File: src/hdl/gama_pkg.sv
// shared types and constants of the ground/air mode arbiter
`timescale 1ns / 1ps

package gama_pkg;

   // applied and desired drive modes
   typedef enum logic [1:0] {
      MODE_SAFE   = 2'd0,
      MODE_GROUND = 2'd1,
      MODE_AIR    = 2'd2
   } mode_type;

   // request kinds
   typedef enum logic [1:0] {
      KIND_TARGET = 2'd0,
      KIND_HEIGHT = 2'd1,
      KIND_TICK   = 2'd2,
      KIND_NONE   = 2'd3
   } kind_type;

   // configuration register indexes
   localparam logic [1:0] REG_AIR_THRESHOLD = 2'd0;
   localparam logic [1:0] REG_LAND_HEIGHT   = 2'd1;
   localparam logic [1:0] REG_SETTLE_TICKS  = 2'd2;

   localparam int ADDR_WIDTH  = 4;
   localparam int DATA_WIDTH  = 32;
   localparam int TICKS_WIDTH = 24;

   // reset values of the configuration registers
   localparam logic signed [15:0]    AIR_THRESHOLD_RESET = 16'sd20;
   localparam logic signed [15:0]    LAND_HEIGHT_RESET   = 16'sd15;
   localparam logic [TICKS_WIDTH-1:0] SETTLE_TICKS_RESET = 24'd2000;

   typedef struct packed {
      logic signed [15:0]      air_threshold_cm;
      logic signed [15:0]      height_limit_cm;
      logic [TICKS_WIDTH-1:0]  settle_ticks;
   } cfg_type;

   typedef struct packed {
      kind_type           kind;
      logic signed [15:0] target_z_cm;
      logic signed [15:0] height_cm;
   } event_type;

   typedef struct packed {
      mode_type active_mode;
      logic     in_settle;
      logic     rotors_on;
      logic     wheels_on;
   } result_type;

endpackage

File: src/hdl/gama_core.sv
// mode decision state and per-request update of the ground/air arbiter
`timescale 1ns / 1ps

module gama_core (
   input  logic               clock,
   input  logic               reset,
   input  logic               step,
   input  gama_pkg::event_type evt,
   input  gama_pkg::cfg_type   cfg,
   output gama_pkg::result_type result
);
   import gama_pkg::*;

   logic signed [15:0]     last_target_ff, last_target_in;
   logic                   target_seen_ff, target_seen_in;
   logic signed [15:0]     last_height_ff, last_height_in;
   logic                   height_seen_ff, height_seen_in;
   mode_type               current_mode_ff, current_mode_in;
   mode_type               pending_mode_ff, pending_mode_in;
   logic                   settling_ff, settling_in;
   logic [TICKS_WIDTH-1:0] remaining_ff, remaining_in;

   logic                   recompute;
   logic                   want_air;
   mode_type               desired;
   logic [TICKS_WIDTH-1:0] remaining_dec;

   // next state for one request
   always_comb begin
      last_target_in  = last_target_ff;
      target_seen_in  = target_seen_ff;
      last_height_in  = last_height_ff;
      height_seen_in  = height_seen_ff;
      current_mode_in = current_mode_ff;
      pending_mode_in = pending_mode_ff;
      settling_in     = settling_ff;
      remaining_in    = remaining_ff;
      recompute       = 1'b0;

      // capture the new measurement
      unique case (evt.kind)
         KIND_TARGET: begin
            last_target_in = evt.target_z_cm;
            target_seen_in = 1'b1;
            recompute      = 1'b1;
         end
         KIND_HEIGHT: begin
            last_height_in = evt.height_cm;
            height_seen_in = 1'b1;
            recompute      = 1'b1;
         end
         default: ;
      endcase

      // desired mode from the updated values
      want_air = (last_target_in > cfg.air_threshold_cm) ||
                 (height_seen_in && (last_height_in > cfg.height_limit_cm));
      desired  = want_air ? MODE_AIR : MODE_GROUND;

      remaining_dec = (remaining_ff != '0) ? remaining_ff - 1'b1 : remaining_ff;

      // mode arbitration and settle countdown
      if (recompute && target_seen_in) begin
         if (settling_ff) begin
            if (desired != pending_mode_ff) begin
               pending_mode_in = desired;
               remaining_in    = cfg.settle_ticks;
            end
         end else if (desired != current_mode_ff) begin
            if (current_mode_ff == MODE_SAFE) begin
               current_mode_in = desired;
            end else begin
               settling_in     = 1'b1;
               pending_mode_in = desired;
               remaining_in    = cfg.settle_ticks;
            end
         end
      end else if ((evt.kind == KIND_TICK) && settling_ff) begin
         remaining_in = remaining_dec;
         if (remaining_dec == '0) begin
            settling_in     = 1'b0;
            current_mode_in = pending_mode_ff;
         end
      end
   end

   // outputs seen after this request
   always_comb begin
      result.wheels_on   = !settling_in && (current_mode_in == MODE_GROUND);
      result.rotors_on   = !settling_in && (current_mode_in == MODE_AIR);
      result.in_settle   = settling_in;
      result.active_mode = current_mode_in;
   end

   // control state
   always_ff @(posedge clock) begin
      if (reset) begin
         target_seen_ff  <= 1'b0;
         height_seen_ff  <= 1'b0;
         current_mode_ff <= MODE_SAFE;
         pending_mode_ff <= MODE_SAFE;
         settling_ff     <= 1'b0;
         remaining_ff    <= '0;
         last_target_ff  <= '0;
         last_height_ff  <= '0;
      end else if (step) begin
         target_seen_ff  <= target_seen_in;
         height_seen_ff  <= height_seen_in;
         current_mode_ff <= current_mode_in;
         pending_mode_ff <= pending_mode_in;
         settling_ff     <= settling_in;
         remaining_ff    <= remaining_in;
         last_target_ff  <= last_target_in;
         last_height_ff  <= last_height_in;
      end
   end

endmodule

File: src/hdl/ground_air_mode_arbiter.sv
// top level of the ground/air mode arbiter: stream ports, registers, pipeline
`timescale 1ns / 1ps

// Ground/air drive enable arbiter.
// Request channel (req_): one event per request, tuser holds the kind (target,
// height, tick), tdata holds target_z_cm in bits 15:0 and height_cm in 31:16.
// Result channel (rsp_): one result per request with the ground drive enable,
// flight enable, in_settle and active_mode packed in tdata.
// Configuration: APB-style csr_ port, air threshold at 0x0, land height at
// 0x4, settle ticks at 0x8; pready is always high, reads return the values.
// Timing: a request accepted into the input register is evaluated against the
// mode state in the core, and its result is registered in the result register
// before it shows on rsp_. One request per cycle is sustained while the
// receiver does not stall; the core updates its state once per request.
// When the receiver stalls, the result register holds and the input register
// keeps one more request; req_tready drops only when both are full.
// Reset starts in safe mode with both enables off, configuration at defaults.
module ground_air_mode_arbiter (
   input  logic                          clock,
   input  logic                          reset,
   // request channel
   input  logic                          req_tvalid,
   output logic                          req_tready,
   input  logic [31:0]                   req_tdata,  // target_z_cm, height_cm
   input  logic [1:0]                    req_tuser,  // req_type
   // result channel
   output logic                          rsp_tvalid,
   input  logic                          rsp_tready,
   output logic [7:0]                    rsp_tdata,  // wheels_on, rotors_on,
                                                     // in_settle, active_mode[1:0]
   // configuration port
   input  logic                          csr_psel,
   input  logic                          csr_penable,
   input  logic                          csr_pwrite,
   input  logic [gama_pkg::ADDR_WIDTH-1:0] csr_paddr,
   input  logic [gama_pkg::DATA_WIDTH-1:0] csr_pwdata,
   output logic [gama_pkg::DATA_WIDTH-1:0] csr_prdata,
   output logic                          csr_pready
);
   import gama_pkg::*;

   cfg_type    cfg_ff;
   logic       in_valid_ff;
   event_type  in_evt_ff;
   logic       out_valid_ff;
   result_type out_ff;
   result_type result;
   logic       out_load;
   logic       step;
   logic       csr_write;
   logic [1:0] csr_index;

   // configuration registers
   assign csr_pready = 1'b1;
   assign csr_write  = csr_psel && csr_penable && csr_pwrite && csr_pready;
   assign csr_index  = csr_paddr[3:2];

   always_ff @(posedge clock) begin
      if (reset) begin
         cfg_ff.air_threshold_cm <= AIR_THRESHOLD_RESET;
         cfg_ff.height_limit_cm  <= LAND_HEIGHT_RESET;
         cfg_ff.settle_ticks     <= SETTLE_TICKS_RESET;
      end else if (csr_write) begin
         unique case (csr_index)
            REG_AIR_THRESHOLD: cfg_ff.air_threshold_cm <= csr_pwdata[15:0];
            REG_LAND_HEIGHT:   cfg_ff.height_limit_cm  <= csr_pwdata[15:0];
            REG_SETTLE_TICKS:  cfg_ff.settle_ticks     <= csr_pwdata[TICKS_WIDTH-1:0];
            default: ;
         endcase
      end
   end

   // register readback
   always_comb begin
      unique case (csr_index)
         REG_AIR_THRESHOLD:
            csr_prdata = {{(DATA_WIDTH-16){cfg_ff.air_threshold_cm[15]}},
                          cfg_ff.air_threshold_cm};
         REG_LAND_HEIGHT:
            csr_prdata = {{(DATA_WIDTH-16){cfg_ff.height_limit_cm[15]}},
                          cfg_ff.height_limit_cm};
         REG_SETTLE_TICKS:
            csr_prdata = {{(DATA_WIDTH-TICKS_WIDTH){1'b0}}, cfg_ff.settle_ticks};
         default:
            csr_prdata = '0;
      endcase
   end

   // pipeline flow control
   assign out_load   = !out_valid_ff || rsp_tready;
   assign step       = in_valid_ff && out_load;
   assign req_tready = !in_valid_ff || out_load;

   // input register
   always_ff @(posedge clock) begin
      if (reset) begin
         in_valid_ff <= 1'b0;
      end else if (req_tready) begin
         in_valid_ff <= req_tvalid;
      end
   end

   always_ff @(posedge clock) begin
      if (req_tready && req_tvalid) begin
         in_evt_ff.kind        <= kind_type'(req_tuser);
         in_evt_ff.target_z_cm <= req_tdata[15:0];
         in_evt_ff.height_cm   <= req_tdata[31:16];
      end
   end

   // mode state and update
   gama_core u_core (
      .clock  (clock),
      .reset  (reset),
      .step   (step),
      .evt    (in_evt_ff),
      .cfg    (cfg_ff),
      .result (result)
   );

   // result register
   always_ff @(posedge clock) begin
      if (reset) begin
         out_valid_ff <= 1'b0;
      end else if (out_load) begin
         out_valid_ff <= in_valid_ff;
      end
   end

   always_ff @(posedge clock) begin
      if (step) begin
         out_ff <= result;
      end
   end

   assign rsp_tvalid = out_valid_ff;
   assign rsp_tdata  = {3'b000, out_ff};

endmodule
File: config.mk
export PLATFORM = sky130hd
export DESIGN_NAME = ground_air_mode_arbiter
export DESIGN_NICKNAME = d
export VERILOG_FILES = /design/src/hdl/gama_pkg.sv /design/src/hdl/gama_core.sv /design/src/hdl/ground_air_mode_arbiter.sv
export SDC_FILE = /design/constraint.sdc
export NUM_CORES = 1
export LEC_CHECK = 0
export CORE_MARGIN = 2
export CORE_UTILIZATION = 53
export DETAILED_ROUTE_END_ITERATION = 7
export DONT_BUFFER_PORTS = 1
export HOLD_SLACK_MARGIN = 0.02
export PLACE_DENSITY = 0.68
export SKIP_CTS_REPAIR_TIMING = 1
export SLEW_MARGIN = 20
export SYNTH_ARGS = -nofsm -noshare
export SYNTH_HDL_FRONTEND = slang
export SYNTH_HIERARCHICAL = 1
export SYNTH_SLANG_ARGS = --single-unit
File: constraint.sdc
create_clock -name clock -period 13.3 [get_ports clock]
set_clock_uncertainty 0.2 [all_clocks]
set_input_delay 2.66 -clock clock [delete_from_list [all_inputs] [get_ports clock]]
set_output_delay 2.66 -clock clock [all_outputs]
set_load 0.1 [all_outputs]
==> key figures, run 1 <==
Clock network
  – Clock Tree Buf Depth: 2
  – CTS tree: done
  – Clk_lat worst skew: 420 ps
  – Number of sinks on the clock net: 160
  – H-Tree Depth: 4
  – Clk slew on worst S/H paths: 70 ps
  – CTS Buf Count: 17
  – Clk root buf: clkbuf_16

Timing
  – Max Fclk: 142 MHz
  – Setup TNS after final layout: 0 ps
  – Final setup fails: 0
  – Worst-Margin Slew: 1210 ps
  – Final worst-path cycle share: 0.530
  – Crit path time final: 7040 ps
  – Slew Limit Headroom: 0.191
  – RSZ-0062 raised after global routing: no
  – Hold_ws: 249 ps
  – Final Hold Viols: 0
  – Slew Viols, Final: 0

Finish
  – Share of cells above drive strength 1: 0.120
  – Most frequent cells in the layout: nand2_1, dfxtp_1, mux2i_1
  – Footprint of the multi-input gates: 4890 sq um
  – ANT cells: 0
  – Commonest non-fill, non-tap cell in the layout: nand2_1
  – Final #Nets: 1,057
  – Area Overhead vs Synth: 7.06%
  – FILL cells: 1,446
  – Storage cell area: 3590 sq um

Setup path
  – Worst setup EP type: primary output
  – Worst path required time: 10,440 ps
  – Crit Path Class: primary input to primary output
  – Worst R2R Start: in_evt_ff[32]$_DFFE_PP_
  – Worst setup SP type: primary input
  – Reg2Reg Depth: 13
  – Crit Reg-Reg Endpoint: u_core/remaining_ff[23]$_SDFFE_PP0P_
  – Reg2Reg Setup Slack: 8310 ps
  – WP data arrival: 4180 ps
  – Max Fanout on Critical Path: 22

Placement
  – IO Port Bufs: 0
  – Routability congestion estimate: 0.916
  – Detailed placement HPWL: 15.2 mm

Route
  – Drt pass-1 iters: 5
  – Routed via count: 6,917
  – WL per Instance: 18.6 microns
  – Final wirelength: 21.9 mm
  – 1st-iter DRT viols: 741
  – Vias per cell: 5.86
  – Post-route ant nets: 0
  – Remaining DRCs: 0

Global route
  – Gr usage total: 0.248
  – Gr ovfl total: 0
  – Initial antenna violation count: 0
  – Global-route wire length before repair: 35.0 mm
  – Largest net degree at the start of global routing: 155
  – Vias in the first global route: 6,464

Power
  – VDD IR max: 0.106 mV
  – Power Dens Cells: 139 nW/um^2
  – Overall power consumption: 1320 uW
  – Leakage power: 0.00357 uW

Floorplan
  – # rows: 47
  – IO Pins: 120
  – Core area: 16,500 sq um
  – Die span in x: 134 microns
  – Die ar.: 17,800 sq um
  – Initial Util: 0.539
  – Die Y: 134 microns

Logic synthesis
  – Netlist cell types: 69
  – Synth warn: 6
  – Top cell type's share of synthesized area: 0.272
  – Sequential cell area fraction in the yosys report: 0.404
  – Synth Area per Inst: 8.94 sq um
  – Post-Syn Instances: 996
  – Yosys top cell by area: dfxtp_1
  – Post-synth EDFFs: 39
  – Most common flop cell mapped by yosys: dfxtp_1
  – Synth top area cells: dfxtp_1, edfxtp_1, mux2i_1
  – Ys async rst share: 0
  – #FFs+latches synth: 160
  – Netlist Area Pre-Place: 8900 sq um

Min path
  – Type of the tightest min-delay check: register to register
  – Min-Delay Endpoint: u_core/last_target_ff[0]$_SDFFE_PP0P_
  – Startpoint of the worst hold path: u_core/last_target_ff[0]$_SDFFE_PP0P_
  – Hold Path Depth: 2

Outcome
  – Outcome: finished, final reports clean

Job
  – # Max-Cap Violations: 0
[metrics by stage]
stage                      util  worst slack (ps)  instances  area [sq um]
after floorplan               -              5180        998          8910
after global placement    0.542              6270       1148          8960
after detailed placement  0.542              6270       1148          8960
after CTS                 0.576              6270       1180          9520
after global routing      0.577              6230       1180          9530
final                     0.577              6260       1180          9530
[how the worst max path moves through the flow]
stage	start	endpoint	slack, ps	depth (start not counted)
after detailed placement	csr_paddr[2]	csr_prdata[16]	6270	3
after floorplan	csr_paddr[3]	csr_prdata[0]	5180	4
after global placement	csr_paddr[2]	csr_prdata[21]	6270	3
after CTS	csr_paddr[2]	csr_prdata[16]	6270	3
after global routing	csr_paddr[2]	csr_prdata[20]	6230	3
final	csr_paddr[2]	csr_prdata[16]	6260	3
[kinds of logic after synthesis]
group           share of synthesized area
xor+xnor                          0.00590
mux                                 0.126
compound gates                      0.144
other cells                      0.000844
buf+inv                            0.0626
fa+ha+maj                          0.0464
simple gates                        0.211
flops                               0.404
[cell usage after synthesis (all sizes together), types with 3 or more instances]
master   count
inv         39
nand3       10
a21oi       80
clkbuf      47
buf         31
and2         5
and3         4
nor2        72
nor3b        5
mux2        32
o32ai        9
or3          3
a31oi        5
a221oi       3
nor2b        6
dfxtp      121
ha          33
a211oi      14
o21ai       34
xor2         4
o311ai      12
edfxtp      39
or4b         4
nand2b      70
a22oi        3
or4          5
mux2i       76
nor3        25
nand2      124
or2          3
o21bai       3
nand4        9
a21o         7
a2111oi      4
and4         3
nor4        13
o31ai       12
[critical path, cell delays in order]
cell and delay (ps):
mux2i_1 90, or2_2 440, a21oi_2 980
[sequential cells by signal, indices dropped and copies added (netlist names), 2 cells and up]
| register | flops |
|---|---|
| u_core/last_target_ff | 16 |
| rsp_tdata | 5 |
| u_core/current_mode_ff | 2 |
| u_core/pending_mode_ff | 2 |
| cfg_ff | 56 |
| in_evt_ff | 34 |
| u_core/last_height_ff | 16 |
| u_core/remaining_ff | 24 |
[power by group]
group / total, uW / switching, uW / leakage [uW] / internal, uW
Clock: 468 / 209 / 0.000267 / 259
Combinational: 315 / 207 / 0.00194 / 109
Sequential: 539 / 23.1 / 0.00136 / 516
[per-layer routing]
metal,track usage,up-vias,wire length [microns]
li1,-,3438,-
met1,0.324,3278,9640
met2,0.410,174,10700
met3,0.0597,27,1090
met4,0.0757,0,485
met5,0,-,0
[layout make-up]
class,count,area share
flip-flops and latches,160,0.377
clock inverters,15,0.0139
well taps,220,0.0289
inverters,39,0.0162
clock buffers,17,0.0446
repair buffers,8,0.00630
multi-input cells,721,0.513
No activity file was read; power rests on OpenSTA's default activity.
==> run 2: changes to the inputs <==
Clock period 13.3 ns to 6.7 ns, I/O delays scaled along.
==> key figures, run 2 (same netlist as run 1, synthesis figures left out) <==
Outcome
  – Outcome: finished, final reports clean

Global route
  – Initial antenna violation count: 0
  – Global-route wire length before repair: 34.8 mm
  – Largest net degree at the start of global routing: 155
  – Gr usage total: 0.248
  – Gr ovfl total: 0
  – Vias in the first global route: 6,478

Min path
  – Startpoint of the worst hold path: u_core/last_height_ff[14]$_SDFFE_PP0P_
  – Type of the tightest min-delay check: register to register

Route
  – 1st-iter DRT viols: 573
  – Routed via count: 6,905
  – Vias per cell: 5.85
  – Final wirelength: 21.8 mm
  – WL per Instance: 18.5 microns
  – Post-route ant nets: 0
  – Drt pass-1 iters: 5
  – Remaining DRCs: 0

Setup path
  – Worst setup EP type: register
  – WP data arrival: 4990 ps
  – Worst setup SP type: register
  – Worst path required time: 6770 ps
  – Worst R2R Start: in_evt_ff[32]$_DFFE_PP_
  – Max Fanout on Critical Path: 20
  – Setup crit start: in_evt_ff[32]$_DFFE_PP_
  – Crit Path Class: register to register

Clock network
  – CTS Buf Count: 17
  – H-Tree Depth: 4
  – Clock Tree Buf Depth: 2
  – Clk root buf: clkbuf_16
  – Clk slew on worst S/H paths: 60 ps
  – Number of sinks on the clock net: 160
  – Clk_lat worst skew: 430 ps
  – CTS tree: done

Timing
  – Final setup fails: 0
  – Slew Limit Headroom: 0.201
  – PnR worst setup slack: 1780 ps
  – Max Fclk: 203 MHz
  – Slew Viols, Final: 0
  – Worst-Margin Slew: 1200 ps
  – Final worst-path cycle share: 0.734
  – RSZ-0062 raised after global routing: no
  – Final Hold Viols: 0
  – Setup TNS after final layout: 0 ps
  – Crit path time final: 4920 ps

Finish
  – Commonest non-fill, non-tap cell in the layout: nand2_1
  – FILL cells: 1,462
  – Largest reg by FF count: cfg_ff
  – Area Overhead vs Synth: 7.80%
  – Most frequent cells in the layout: nand2_1, dfxtp_1, mux2i_1
  – ANT cells: 0
  – Share of cells above drive strength 1: 0.116
  – Biggest regs: cfg_ff (56), in_evt_ff (34), u_core/remaining_ff (24)
  – Number of flip-flops in the largest register: 56
  – Final #Nets: 1,057

Placement
  – IO Port Bufs: 0
  – DP Worst Slack: 1840 ps
  – Routability congestion estimate: 0.965
  – Detailed placement HPWL: 15.1 mm

Power
  – Power Dens Cells: 282 nW/um^2
  – Leakage power: 0.00360 uW
  – VDD IR max: 0.187 mV

Floorplan
  – IO Pins: 120
  – Die ar.: 17,800 sq um
  – Core area: 16,500 sq um
  – Initial Util: 0.539
  – Die Y: 134 microns
  – Die span in x: 134 microns
  – # rows: 47

Job
  – # Max-Cap Violations: 0
==> run 2: cell count changes in the layout (fill, tap and decap cells not counted), sizes merged <==
cell,previous run,this run
bufinv,1,4
clkbuf,17,21
clkinv,5,4
inv,44,40
clkinvlp,4,2
==> run 2: metrics by stage <==
stage / area [sq um] / utilization / total power, uW / cells / hold slack, ps
after floorplan: 8910 / - / 1600 / 998 / 234
after global placement: 8960 / 0.542 / 1700 / 1147 / 233
after detailed placement: 8960 / 0.542 / 1700 / 1147 / 238
after CTS: 9560 / 0.578 / 2710 / 1179 / 246
after global routing: 9600 / 0.581 / 2830 / 1180 / 264
final: 9600 / 0.581 / 2710 / 1180 / 248
==> run 2: power breakdown <==
group          total, uW  switching [uW]  internal (uW)
Clock               1010             387            621
Sequential          1070            46.1           1020
Combinational        627             410            217
Total               2710             843           1860
==> run 2: worst paths after layout <==
kind | end | slack [ps] | cells past startpoint
worst max-delay path | u_core/remaining_ff[23]$_SDFFE_PP0P_ | 1780 | 13
worst min-delay path | u_core/last_height_ff[14]$_SDFFE_PP0P_ | 250 | 2
worst max register to register | u_core/remaining_ff[23]$_SDFFE_PP0P_ | 1780 | 13
worst min register to register | u_core/last_height_ff[14]$_SDFFE_PP0P_ | 250 | 2
==> run 2: area by class of cell <==
class	count	area (sq um)	area share
timing repair buffer	8	80.1	0.00835
inverter	39	154	0.0160
clock inverter	11	161	0.0168
sequential	160	3590	0.374
multi-input combinational	721	4890	0.510
tap	220	275	0.0287
clock buffer	21	440	0.0459
==> run 2: critical path, stage by stage, from the launching register on <==
cell and delay [ps]:
edfxtp_1 470, nor2b_1 180, buf_4 290, mux2_2 380, ha_1 290, a211oi_1 240, nor2_1 110, nor4b_1 350
o211ai_1 140, and3_1 260, or4b_2 680, a41o_1 300, nand2_1 680, o32ai_1 190
==> run 2: layer usage <==
metal,global-route usage,vias to the layer above,wire (microns)
met3,0.0647,45,1100
met1,0.325,3261,9660
met2,0.391,167,10300
met5,0,-,0
met4,0.104,0,764
li1,-,3432,-
